--- src/rtl/mm3_pkg.sv ---
// Shared types and constants of the murmur3 hash unit.
`timescale 1ns / 1ps

package mm3_pkg;

  localparam logic [31:0] C1        = 32'hcc9e2d51;
  localparam logic [31:0] C2        = 32'h1b873593;
  localparam logic [31:0] MixAdd    = 32'he6546b64;
  localparam logic [31:0] FinMulA   = 32'h85ebca6b;
  localparam logic [31:0] FinMulB   = 32'hc2b2ae35;
  localparam logic [31:0] SeedReset = 32'd13;
  localparam int          QueueDepth = 4;

  localparam logic [2:0]  CountFull = 3'd4;

  // one scrambled key word on its way to the mixer
  typedef struct packed {
    logic [31:0] k;
    logic [2:0]  count;
    logic        last;
  } mm3_word_t;

  typedef enum logic [1:0] {
    ST_MIX,
    ST_FIN_A,
    ST_FIN_B,
    ST_OUT
  } mm3_state_t;

endpackage

--- src/rtl/mm3_channels.sv ---
// Channel interfaces: key words in, hash words out, seed writes.
`timescale 1ns / 1ps

interface mm3_in_if;
  logic        valid;
  logic        ready;
  logic [31:0] data_word;
  logic [2:0]  byte_count;
  logic        last;
  modport source(output valid, data_word, byte_count, last, input ready);
  modport sink(input valid, data_word, byte_count, last, output ready);
endinterface

interface mm3_out_if;
  logic        valid;
  logic        ready;
  logic [31:0] hash_value;
  modport source(output valid, hash_value, input ready);
  modport sink(input valid, hash_value, output ready);
endinterface

interface mm3_cfg_if;
  logic        valid;
  logic        ready;
  logic [31:0] seed;
  modport source(output valid, seed, input ready);
  modport sink(input valid, seed, output ready);
endinterface

--- src/rtl/mm3_front.sv ---
// Front end: takes key words, trims the tail bytes and scrambles k in two stages.
`timescale 1ns / 1ps

module mm3_front (
  input  logic               clk,
  input  logic               rst_n,
  mm3_in_if.sink             in_ch,
  output logic               push,
  output mm3_pkg::mm3_word_t push_word,
  input  logic               full
);
  import mm3_pkg::*;

  logic        s1_valid_r, s1_valid_nxt;
  logic [31:0] s1_prod_r;
  logic [2:0]  s1_cnt_r;
  logic        s1_last_r;
  logic        s2_valid_r, s2_valid_nxt;
  mm3_word_t   s2_word_r;

  logic        s2_adv;
  logic        s1_adv;
  logic [2:0]  cnt;
  logic [31:0] mask;
  logic [31:0] rot;

  // counts above four act as a full word
  assign cnt = in_ch.byte_count[2] ? CountFull : in_ch.byte_count;

  always_comb begin
    unique case (cnt)
      3'd1:    mask = 32'h0000_00ff;
      3'd2:    mask = 32'h0000_ffff;
      3'd3:    mask = 32'h00ff_ffff;
      3'd4:    mask = 32'hffff_ffff;
      default: mask = 32'h0000_0000;
    endcase
  end

  assign push      = s2_valid_r;
  assign push_word = s2_word_r;
  assign s2_adv    = !s2_valid_r || !full;
  assign s1_adv    = !s1_valid_r || s2_adv;
  assign in_ch.ready = s1_adv;

  assign rot = {s1_prod_r[16:0], s1_prod_r[31:17]};

  always_comb begin
    s1_valid_nxt = s1_adv ? in_ch.valid : s1_valid_r;
    s2_valid_nxt = s2_adv ? s1_valid_r : s2_valid_r;
  end

  always_ff @(posedge clk) begin
    if (!rst_n) begin
      s1_valid_r <= 1'b0;
      s2_valid_r <= 1'b0;
    end else begin
      s1_valid_r <= s1_valid_nxt;
      s2_valid_r <= s2_valid_nxt;
    end
  end

  always_ff @(posedge clk) begin
    if (s1_adv && in_ch.valid) begin
      s1_prod_r <= (in_ch.data_word & mask) * C1;
      s1_cnt_r  <= cnt;
      s1_last_r <= in_ch.last;
    end
    if (s2_adv && s1_valid_r) begin
      s2_word_r.k     <= rot * C2;
      s2_word_r.count <= s1_cnt_r;
      s2_word_r.last  <= s1_last_r;
    end
  end

endmodule

--- src/rtl/mm3_fifo.sv ---
// Short word queue between the front end and the mixer.
`timescale 1ns / 1ps

module mm3_fifo #(
  parameter int DEPTH = mm3_pkg::QueueDepth
) (
  input  logic               clk,
  input  logic               rst_n,
  input  logic               push,
  input  mm3_pkg::mm3_word_t push_word,
  output logic               full,
  input  logic               pop,
  output mm3_pkg::mm3_word_t pop_word,
  output logic               empty
);
  import mm3_pkg::*;

  localparam int AW = (DEPTH > 1) ? $clog2(DEPTH) : 1;
  localparam int CW = $clog2(DEPTH + 1);

  mm3_word_t       mem [DEPTH];
  logic [AW-1:0]   wr_ptr_r, wr_ptr_nxt;
  logic [AW-1:0]   rd_ptr_r, rd_ptr_nxt;
  logic [CW-1:0]   cnt_r, cnt_nxt;
  logic            do_push;
  logic            do_pop;

  assign full     = (cnt_r == CW'(DEPTH));
  assign empty    = (cnt_r == '0);
  assign do_push  = push && !full;
  assign do_pop   = pop && !empty;
  assign pop_word = mem[rd_ptr_r];

  always_comb begin
    wr_ptr_nxt = wr_ptr_r;
    rd_ptr_nxt = rd_ptr_r;
    if (do_push) begin
      wr_ptr_nxt = (wr_ptr_r == AW'(DEPTH - 1)) ? '0 : wr_ptr_r + 1'b1;
    end
    if (do_pop) begin
      rd_ptr_nxt = (rd_ptr_r == AW'(DEPTH - 1)) ? '0 : rd_ptr_r + 1'b1;
    end
    unique case ({do_push, do_pop})
      2'b10:   cnt_nxt = cnt_r + 1'b1;
      2'b01:   cnt_nxt = cnt_r - 1'b1;
      default: cnt_nxt = cnt_r;
    endcase
  end

  always_ff @(posedge clk) begin
    if (!rst_n) begin
      wr_ptr_r <= '0;
      rd_ptr_r <= '0;
      cnt_r    <= '0;
    end else begin
      wr_ptr_r <= wr_ptr_nxt;
      rd_ptr_r <= rd_ptr_nxt;
      cnt_r    <= cnt_nxt;
    end
  end

  always_ff @(posedge clk) begin
    if (do_push) begin
      mem[wr_ptr_r] <= push_word;
    end
  end

endmodule

--- src/rtl/mm3_back.sv ---
// Back end: mixes words into the running hash, finalizes, holds the result word.
`timescale 1ns / 1ps

module mm3_back (
  input  logic               clk,
  input  logic               rst_n,
  mm3_cfg_if.sink            cfg_ch,
  input  mm3_pkg::mm3_word_t q_word,
  input  logic               q_empty,
  output logic               q_pop,
  mm3_out_if.source          out_ch
);
  import mm3_pkg::*;

  mm3_state_t  state_r, state_nxt;
  logic [31:0] seed_r;
  logic [31:0] h_r, h_nxt;
  logic [31:0] total_r, total_nxt;
  logic        busy_r, busy_nxt;
  logic        out_valid_r, out_valid_nxt;
  logic [31:0] out_hash_r, out_hash_nxt;

  logic [31:0] h_base;
  logic [31:0] h_x;
  logic [31:0] h_rot;
  logic [31:0] h_mixed;
  logic [31:0] total_add;

  assign cfg_ch.ready      = 1'b1;
  assign out_ch.valid      = out_valid_r;
  assign out_ch.hash_value = out_hash_r;

  // a new key starts from the seed
  assign h_base    = busy_r ? h_r : seed_r;
  assign h_x       = h_base ^ q_word.k;
  assign h_rot     = {h_x[18:0], h_x[31:19]};
  assign total_add = total_r + 32'(q_word.count);

  always_comb begin
    if (q_word.count == CountFull) begin
      h_mixed = {h_rot[29:0], 2'b00} + h_rot + MixAdd;
    end else if (q_word.count != 3'd0) begin
      h_mixed = h_x;
    end else begin
      h_mixed = h_base;
    end
  end

  always_comb begin
    state_nxt     = state_r;
    h_nxt         = h_r;
    total_nxt     = total_r;
    busy_nxt      = busy_r;
    out_hash_nxt  = out_hash_r;
    out_valid_nxt = out_valid_r && !out_ch.ready;
    q_pop         = 1'b0;
    unique case (state_r)
      ST_MIX: begin
        if (!q_empty) begin
          q_pop = 1'b1;
          if (q_word.last) begin
            h_nxt     = h_mixed ^ total_add;
            total_nxt = '0;
            busy_nxt  = 1'b0;
            state_nxt = ST_FIN_A;
          end else begin
            h_nxt     = h_mixed;
            total_nxt = total_add;
            busy_nxt  = 1'b1;
          end
        end
      end
      ST_FIN_A: begin
        h_nxt     = (h_r ^ {16'd0, h_r[31:16]}) * FinMulA;
        state_nxt = ST_FIN_B;
      end
      ST_FIN_B: begin
        h_nxt     = (h_r ^ {13'd0, h_r[31:13]}) * FinMulB;
        state_nxt = ST_OUT;
      end
      ST_OUT: begin
        if (!out_valid_r || out_ch.ready) begin
          out_hash_nxt  = h_r ^ {16'd0, h_r[31:16]};
          out_valid_nxt = 1'b1;
          state_nxt     = ST_MIX;
        end
      end
      default: state_nxt = ST_MIX;
    endcase
  end

  always_ff @(posedge clk) begin
    if (!rst_n) begin
      state_r     <= ST_MIX;
      seed_r      <= SeedReset;
      h_r         <= SeedReset;
      total_r     <= '0;
      busy_r      <= 1'b0;
      out_valid_r <= 1'b0;
    end else begin
      state_r     <= state_nxt;
      h_r         <= h_nxt;
      total_r     <= total_nxt;
      busy_r      <= busy_nxt;
      out_valid_r <= out_valid_nxt;
      if (cfg_ch.valid) begin
        seed_r <= cfg_ch.seed;
      end
    end
  end

  always_ff @(posedge clk) begin
    out_hash_r <= out_hash_nxt;
  end

endmodule

--- src/rtl/murmur3_32_hash_unit.sv ---
// Top level of the MurmurHash3 x86_32 hash unit.
//
//   channel  dir  word                              handshake
//   in_ch    in   data_word, byte_count, last       valid / ready
//   out_ch   out  hash_value                        valid / ready
//   cfg_ch   in   seed                              valid / ready (always ready)
//
// Words that do not end a key are taken one per cycle while the queue is not full;
// the mixer retires one word per cycle from the queue while in ST_MIX.
// A last word holds the mixer through mix, two finalizer multiplies and result load.
// A last word passes s1, s2, the queue, the mixer and finalizer to out_ch.valid.
// Reset is synchronous; seed returns to 13.
// A stalled result blocks the mixer only; the queue keeps taking words until full.
`timescale 1ns / 1ps

module murmur3_32_hash_unit #(
  parameter int QUEUE_DEPTH = mm3_pkg::QueueDepth
) (
  input  logic       clk,
  input  logic       rst_n,
  mm3_in_if.sink     in_ch,
  mm3_out_if.source  out_ch,
  mm3_cfg_if.sink    cfg_ch
);
  import mm3_pkg::*;

  logic      push;
  mm3_word_t push_word;
  logic      full;
  logic      pop;
  mm3_word_t pop_word;
  logic      empty;

  mm3_front u_front (
    .clk       (clk),
    .rst_n     (rst_n),
    .in_ch     (in_ch),
    .push      (push),
    .push_word (push_word),
    .full      (full)
  );

  mm3_fifo #(
    .DEPTH (QUEUE_DEPTH)
  ) u_fifo (
    .clk       (clk),
    .rst_n     (rst_n),
    .push      (push),
    .push_word (push_word),
    .full      (full),
    .pop       (pop),
    .pop_word  (pop_word),
    .empty     (empty)
  );

  mm3_back u_back (
    .clk     (clk),
    .rst_n   (rst_n),
    .cfg_ch  (cfg_ch),
    .q_word  (pop_word),
    .q_empty (empty),
    .q_pop   (pop),
    .out_ch  (out_ch)
  );

endmodule

--- src/flat_wrapper.sv ---
// flat-port wrapper written by rule: the top's interface ports become plain ports
module murmur3_32_hash_unit_flat import mm3_pkg::*;
#(
  parameter int QUEUE_DEPTH = mm3_pkg::QueueDepth
)
  (clk, rst_n, in_ch_valid, in_ch_data_word, in_ch_byte_count, in_ch_last, in_ch_ready, out_ch_valid, out_ch_hash_value, out_ch_ready, cfg_ch_valid, cfg_ch_seed, cfg_ch_ready);
  mm3_in_if in_ch_i ();
  mm3_out_if out_ch_i ();
  mm3_cfg_if cfg_ch_i ();
  input  logic clk;
  input  logic rst_n;
  input wire logic [$bits(in_ch_i.valid)-1:0] in_ch_valid;
  input wire logic [$bits(in_ch_i.data_word)-1:0] in_ch_data_word;
  input wire logic [$bits(in_ch_i.byte_count)-1:0] in_ch_byte_count;
  input wire logic [$bits(in_ch_i.last)-1:0] in_ch_last;
  output wire logic [$bits(in_ch_i.ready)-1:0] in_ch_ready;
  output wire logic [$bits(out_ch_i.valid)-1:0] out_ch_valid;
  output wire logic [$bits(out_ch_i.hash_value)-1:0] out_ch_hash_value;
  input wire logic [$bits(out_ch_i.ready)-1:0] out_ch_ready;
  input wire logic [$bits(cfg_ch_i.valid)-1:0] cfg_ch_valid;
  input wire logic [$bits(cfg_ch_i.seed)-1:0] cfg_ch_seed;
  output wire logic [$bits(cfg_ch_i.ready)-1:0] cfg_ch_ready;
  assign in_ch_i.valid = in_ch_valid;
  assign in_ch_i.data_word = in_ch_data_word;
  assign in_ch_i.byte_count = in_ch_byte_count;
  assign in_ch_i.last = in_ch_last;
  assign in_ch_ready = in_ch_i.ready;
  assign out_ch_valid = out_ch_i.valid;
  assign out_ch_hash_value = out_ch_i.hash_value;
  assign out_ch_i.ready = out_ch_ready;
  assign cfg_ch_i.valid = cfg_ch_valid;
  assign cfg_ch_i.seed = cfg_ch_seed;
  assign cfg_ch_ready = cfg_ch_i.ready;
  murmur3_32_hash_unit #(.QUEUE_DEPTH(QUEUE_DEPTH)) u_core (.clk(clk), .rst_n(rst_n), .in_ch(in_ch_i), .out_ch(out_ch_i), .cfg_ch(cfg_ch_i));
endmodule
--- config.mk ---
export PLATFORM = sky130hd
export DESIGN_NAME = murmur3_32_hash_unit_flat
export DESIGN_NICKNAME = d
export VERILOG_FILES = /design/src/rtl/mm3_pkg.sv /design/src/rtl/mm3_channels.sv /design/src/rtl/mm3_front.sv /design/src/rtl/mm3_fifo.sv /design/src/rtl/mm3_back.sv /design/src/rtl/murmur3_32_hash_unit.sv /design/src/flat_wrapper.sv
export SDC_FILE = /design/constraint.sdc
export NUM_CORES = 2
export LEC_CHECK = 0
export ABC_AREA = 1
export BUFFER_PORTS_ARGS = -buffer_cell sky130_fd_sc_hd__buf_2
export CORE_MARGIN = 2
export CORE_UTILIZATION = 55
export CTS_CLUSTER_DIAMETER = 40
export DETAILED_ROUTE_END_ITERATION = 10
export GPL_TIMING_DRIVEN = 0
export HOLD_SLACK_MARGIN = 0.05
export PLACE_DENSITY = 0.68
export SLEW_MARGIN = 5
export SYNTH_ARGS = -nofsm -noshare
export SYNTH_HDL_FRONTEND = slang
export SYNTH_SLANG_ARGS = --single-unit
--- constraint.sdc ---
create_clock -name clk -period 13.1 [get_ports clk]
set_clock_uncertainty 0.15 [all_clocks]
set_input_delay 0.655 -clock clk [delete_from_list [all_inputs] [get_ports clk]]
set_output_delay 0.655 -clock clk [all_outputs]
set_load 0.02 [all_outputs]
# Word level (Yosys, flattened, before mapping)
# Memory sizes are Yosys's and may differ from the RTL's. A register that Yosys moved wholly into a read port is not among the register bits.
# Index checks and enable logic that the tools add are counted.
# word_totals
regBits,213
ram_bits,144
inputBits,73
elab_cells,100
memories,1
# classes
addsub,7
n_mul,4
n_eq_ne,16
muxes,25
bitwise,6
n_reduce_logical,23
# mem_list
name,words,width,rd,rd_clocked_by_memory_dff,write_ports,line_no,source
u_core.u_fifo.mem,4,36,1,1,1,mm3_fifo.sv:21,mm3_word_t mem [DEPTH];
# op_table
operator,n
32-bit 2-to-1 mux,6
32-bit case mux with 4 select lines,1
32-bit case mux with 3 select lines,1
32-bit by 31-bit multiplier with 32-bit output (second input constant),2
32-bit bitwise XOR,2
32-bit by 3-bit adder with 32-bit output,1
32-bit adder,1
32-bit adder (second input constant),1
32-bit bitwise AND,1
32-bit by 29-bit multiplier with 32-bit output (second input constant),1
32-bit by 32-bit multiplier with 32-bit output (second input constant),1
32-bit by 16-bit bitwise XOR with 32-bit output,1
32-bit by 19-bit bitwise XOR with 32-bit output,1
2-bit 2-to-1 mux,7
2-bit equality test (second input constant),5
3-bit equality test (second input constant),3
2-bit case mux with 4 select lines,1
1-bit 2-to-1 mux,7
3-bit by 2-bit equality test with 1-bit output (second input constant),2
1-bit logical NOT,6
3-bit case mux with 2 select lines,1
2-bit AND reduction,3
3-bit nonzero test,2
1-bit logical AND,5
14 further kinds,19

# Longest topological paths before layout
# logic_depth
word_depth,9
ltp_mapped,37

# Modules after synthesis
# A second synthesis with hierarchy kept.
# hier_totals
cells_unflattened,6259
hier_area_um2,54100.6
# by_module_without_submodules
module,n_inst,cells_each,area_each_um2
mm3_back,1,3751,29069.1
mm3_front,1,2089,19165.9
mm3_fifo,1,419,5865.6

# Least setup slack after synthesis
# Ideal clock, no wire load.
# synth_path
path_type,flip-flop to flip-flop
start,register u_core.u_back.h_r[26]
end,register u_core.u_back.h_r[27]
t_arrival_ns,6.575
required_ns,12.841
path_slack_ns,6.266
path_stages_with_launch,27
n_path_buf,1
cell_sequence,dfxtp_1 buf_2 xor2_1 fa_1 fa_1 fa_1 inv_1 fa_1 inv_1 fa_1 fa_1 fa_1 inv_1 fa_1 inv_1 ha_1 nand2_1 nor4_1 nand3_1 nand3_1 a21oi_1 o21ai_0 nand2_1 nand2_1 nand3_1 nand2_1 inv_1
# synth_via
elab_chain_len,9
word_cells_on_any_way,13
cone_classes,add/sub: 2; mul: 2; mux: 5; bitwise: 4
# synth_lines
element,line_no,source
start: declaration,mm3_back.sv:17,"logic [31:0] h_r, h_nxt;"
start signal: assignment,mm3_back.sv:96,h_r <= SeedReset;
start signal: assignment,mm3_back.sv:102,h_r <= h_nxt;
32-bit 2-to-1 mux,mm3_back.sv:34,assign h_base = busy_r ? h_r : seed_r;
32-bit bitwise XOR,mm3_back.sv:35,assign h_x = h_base ^ q_word.k;
32-bit adder (2 in a row),mm3_back.sv:41,"h_mixed = {h_rot[29:0], 2'b00} + h_rot + MixAdd;"
32-bit 2-to-1 mux,mm3_back.sv:40,if (q_word.count == CountFull) begin
32-bit bitwise XOR,mm3_back.sv:62,h_nxt = h_mixed ^ total_add;
32-bit 2-to-1 mux,mm3_back.sv:61,if (q_word.last) begin
32-bit 2-to-1 mux,mm3_back.sv:59,if (!q_empty) begin
32-bit case mux with 3 select lines (*),mm3_back.sv:57,unique case (state_r)
# Every way passes the cells marked *; elsewhere a longest branch is shown, timed or not. The select of a mux whose other input is x is not followed.
# A chain may end at the register's enable or synchronous reset.

# Worst setup path in the final report
# layout_path
start,register u_core.u_back.h_r[16]
end,register u_core.u_back.h_r[27]
# layout_via
elab_chain_len,3
word_cells_on_any_way,5
cone_classes,mul: 2; mux: 1; bitwise: 2
# layout_lines
element,line_no
32-bit by 19-bit bitwise XOR with 32-bit output / 32-bit by 16-bit bitwise XOR with 32-bit output (equally long branches),"mm3_back.sv:78, mm3_back.sv:74"
32-bit by 31-bit multiplier with 32-bit output / 32-bit by 32-bit multiplier with 32-bit output (equally long branches),"mm3_back.sv:78, mm3_back.sv:74"
32-bit case mux with 3 select lines (*),mm3_back.sv:57
# Every way passes the cells marked *; elsewhere a longest branch is shown, timed or not.

==> flow_metrics.tcl <==
set metrics [dict create \
    status "finished clean" \
    row_count 113 \
    critical_path.reg2reg.startpoint "u_core.u_back.h_r[16]" \
    via_per_inst 5.49 \
    achievable-frequency_ghz 0.114 \
    hold_path.class "in -> reg" \
    drt.antenna.violating_nets 0 \
    cts-htree-levels 2 \
    synth_edf_count 248 \
    synthFlopType "sky130_fd_sc_hd__edfxtp_1" \
    clock_tree.buffer_depth 3 \
    yosys_warnings 0 \
    crit_path_top_delay_cell "sky130_fd_sc_hd__dfxtp_1" \
    average_size_of_a_mapped_cell_sq_um 8.78 \
    crit_required_ns 13.48 \
    floorplan.die.height_um 315 \
    numCtsBuffers 61 \
    timing.critical_path.from "u_core.u_back.h_r[16]" \
    synthMostInstantiatedCell "sky130_fd_sc_hd__inv_1" \
    worst_slew_pin_slew_ns 1.27 \
    clk-insertion-delay-late_ns 0.69 \
    detail_route.wirelength_mm 163 \
    grt_start_max_net_pins 37 \
    cts.clk_slew.worst_paths_ns 0.06 \
    detailroute.via_count 41400 \
    cts.sink_count 359 \
    worst_path_largest_cell_delay_ns 1.04 \
    track_usage_pct 33.8 \
    post-route-worst-setup-slack_ns 4.30 \
    worst_ep_arrival_time_ns 9.19 \
    final.period_utilization_pct 67.2 \
    finalWorstPathRequiredPeriod_ns 8.80 \
    tritoncts "built" \
    routed_wire_length_per_instance_um 21.7 \
    synth_area_sq_um 53100 \
    critical-path-top-cell-by-count "sky130_fd_sc_hd__inv_1" \
    synth.lib_cells_used.distinct 65 \
    cap_viol_max_count 0 \
    start_util_pct 55.7 \
    rrSetupSlack_ns 4.30 \
    critPathLaunchType "flip-flop" \
    timing.setup.critical_path_class "reg -> reg" \
    floorplan.core_area_sq_um 95300 \
    grt_antenna_before_repair 3 \
    grt_first_pass_wirelength_mm 249 \
    drive_above_1_share_pct 5.12 \
    relative_max_transition_margin_pct 14.7 \
    final_cell_count_no_fill 7534 \
    synthDominantAreaCellType "sky130_fd_sc_hd__fa_1" \
    cp-end-kind "flip-flop" \
    worstSetupEndpoint "u_core.u_back.h_r[27]" \
    fp.dieW_um 315 \
    first_global_vias 41800 \
    asyncSetResetFlopFracSynth_pct 0 \
    drt_drc_violations_left 0 \
    hold_viol 0 \
    ys_seq_elements 359 \
    drt_iter0_markers 3957 \
    slew_violations 0 \
    worstPathMaxFanout 13 \
    design.final.nets 7803 \
    first_pass_iters 6 \
    ys_top_cells_by_count "sky130_fd_sc_hd__inv_1, sky130_fd_sc_hd__nand2_1, sky130_fd_sc_hd__ha_1" \
    dpl_worst_slack_ns 4.51 \
    ctsRootBufferMaster "sky130_fd_sc_hd__clkbuf_16" \
    setup_violations 0 \
    yosysTopAreaCellShare_pct 27.3 \
    post-place-cells 7416 \
    fp.dieArea_sq_um 99000 \
    io_buffers 105 \
    timing.rr.end "u_core.u_back.h_r[27]" \
    fill_cells 8511 \
    synthesis.nets 7628 \
    seq_area_frac_synth_pct 18.2 \
    yosys-top-cells-area "sky130_fd_sc_hd__fa_1, sky130_fd_sc_hd__ha_1, sky130_fd_sc_hd__edfxtp_1" \
    setup_repair_after_global_routing_missed_its_margin "false" \
    detailedPlacementHpwl_mm 141 \
    globalplace.congestion 1.07 \
    reg2regPathDepth 30 \
    synthToLayoutAreaGrowth_pct 8.38 \
    gr-total-overflow 0 \
    setup-tns-final_ns 0 \
    ios 108 \
    post_synth_inst_count 6040 \
]
[worst max-delay path: cells and delay by family (launching register included)]
kind	cells	cell delay, ns
buffers and inverters	9	1.39
adder cells (fa/ha/maj)	9	4.00
AND/OR/NAND/NOR	10	1.81
AO/OA/AOI/OAI	2	0.22
flip-flops	1	1.04
[stage by stage]
stage          hold slack, ns  instance area [sq um]  util (%)
6_report               0.0683                  57500      60.3
2_1_floorplan           0.250                  53100         -
3_5_place_dp            0.260                  55300      58.1
4_1_cts                0.0551                  57500      60.3
5_1_grt                0.0808                  57500      60.3
3_3_place_gp            0.254                  55200      57.9
[timing repair]
| action | CTS | global route |
|---|---|---|
| setup endpoints to repair | 0 | 0 |
| gates resized for setup | 0 | 0 |
| hold buffers | 1 | 0 |
| buffers inserted | 0 | 0 |
| hold endpoints to repair | 1 | 0 |
[flip-flops by register name, summed over array words and instances, names as in the netlist, named ones only]
register                         flops
u_core.u_front.s1_prod_r            32
u_core.u_front.s1_last_r             1
u_core.u_front.push                  1
u_core.u_back.out_ch.hash_value     32
u_core.u_fifo.wr_ptr_r               2
u_core.u_fifo.rd_ptr_r               2
u_core.u_fifo.cnt_r                  3
u_core.u_fifo.mem                  144
u_core.u_back.total_r               32
u_core.u_front.push_word            36
u_core.u_front.s1_cnt_r              3
u_core.u_back.busy_r                 1
u_core.u_back.seed_r                32
u_core.u_back.h_r                   32
u_core.u_front.s1_valid_r            1
u_core.u_back.state_r                2
u_core.u_back.out_ch.valid           1
[layer usage]
metal / vias to the layer above / wire length [um] / GRT usage, %
met3: 334 / 14500 / 6.58
met4: 4 / 7980 / 14.3
met5: - / 26 / 0
li1: 19200 / - / -
met1: 20100 / 67900 / 46.2
met2: 1705 / 72800 / 52.6
[worst min path at each step]
stage	startpoint	endpoint	slack (ns)	cells after the start
after floorplan	u_core.u_front.s1_last_r	u_core.u_front.push_word[0]	0.25	0
after global placement	u_core.u_front.s1_last_r	u_core.u_front.push_word[0]	0.25	0
after detailed placement	u_core.u_front.s1_cnt_r[2]	u_core.u_front.push_word[3]	0.26	0
after CTS	cfg_ch_seed[5]	u_core.u_back.seed_r[5]	0.06	3
after global routing	cfg_ch_seed[5]	u_core.u_back.seed_r[5]	0.08	3
final	cfg_ch_seed[5]	u_core.u_back.seed_r[5]	0.07	3
[placed cells by master, fill, tap and decap left out, drive strengths merged, types with 2 or more instances in the layout]
cell      instances
a221oi            2
a32o             13
a21o             22
clkinv           33
edfxtp          248
or2              18
nor4              6
buf             159
a211oi            3
nand3           194
o22a              9
ha              791
nand2           827
nand4            35
clkbuf          109
nand3b           10
and2              2
bufinv            4
a22oi             8
clkinvlp          4
o21a              6
o221ai            2
a21boi            4
nor2            348
inv            1594
dfxtp           111
o22ai            13
o211ai            9
nor3             49
o21bai           23
o21ai           287
o31ai             6
a21oi           312
fa              724
xnor2           102
a31oi             7
mux2i            11
xor2            152
[cell type report]
class,count,area (sq um),share of cell area (%)
well taps,1265,1580,2.75
multi-input cells,4005,37000,64.4
repair buffers,112,663,1.15
inverters,1584,5950,10.3
clock buffers,65,1550,2.70
flip-flops and latches,359,9670,16.8
clock inverters,51,591,1.03
diodes,1,2.50,0.00435
plain buffers,92,448,0.779
[cell families (layout without fill, tap and decap cells)]
logic type	Yosys count	in the layout	share of synthesized area, %
XOR/XNOR	254	254	4.21
multiplexers	11	11	0.208
AND/OR/NAND/NOR	1491	1491	11.7
other	1	2	0.00707
flip-flops	359	359	18.2
buffers and inverters	1676	1904	12.1
adder cells (fa/ha/maj)	1515	1515	46.0
AO/OA/AOI/OAI	733	733	7.66
Power is left out: the tool's default activity adds up to more than one toggle a clock period on the data nets, which glitch-free logic cannot reach.
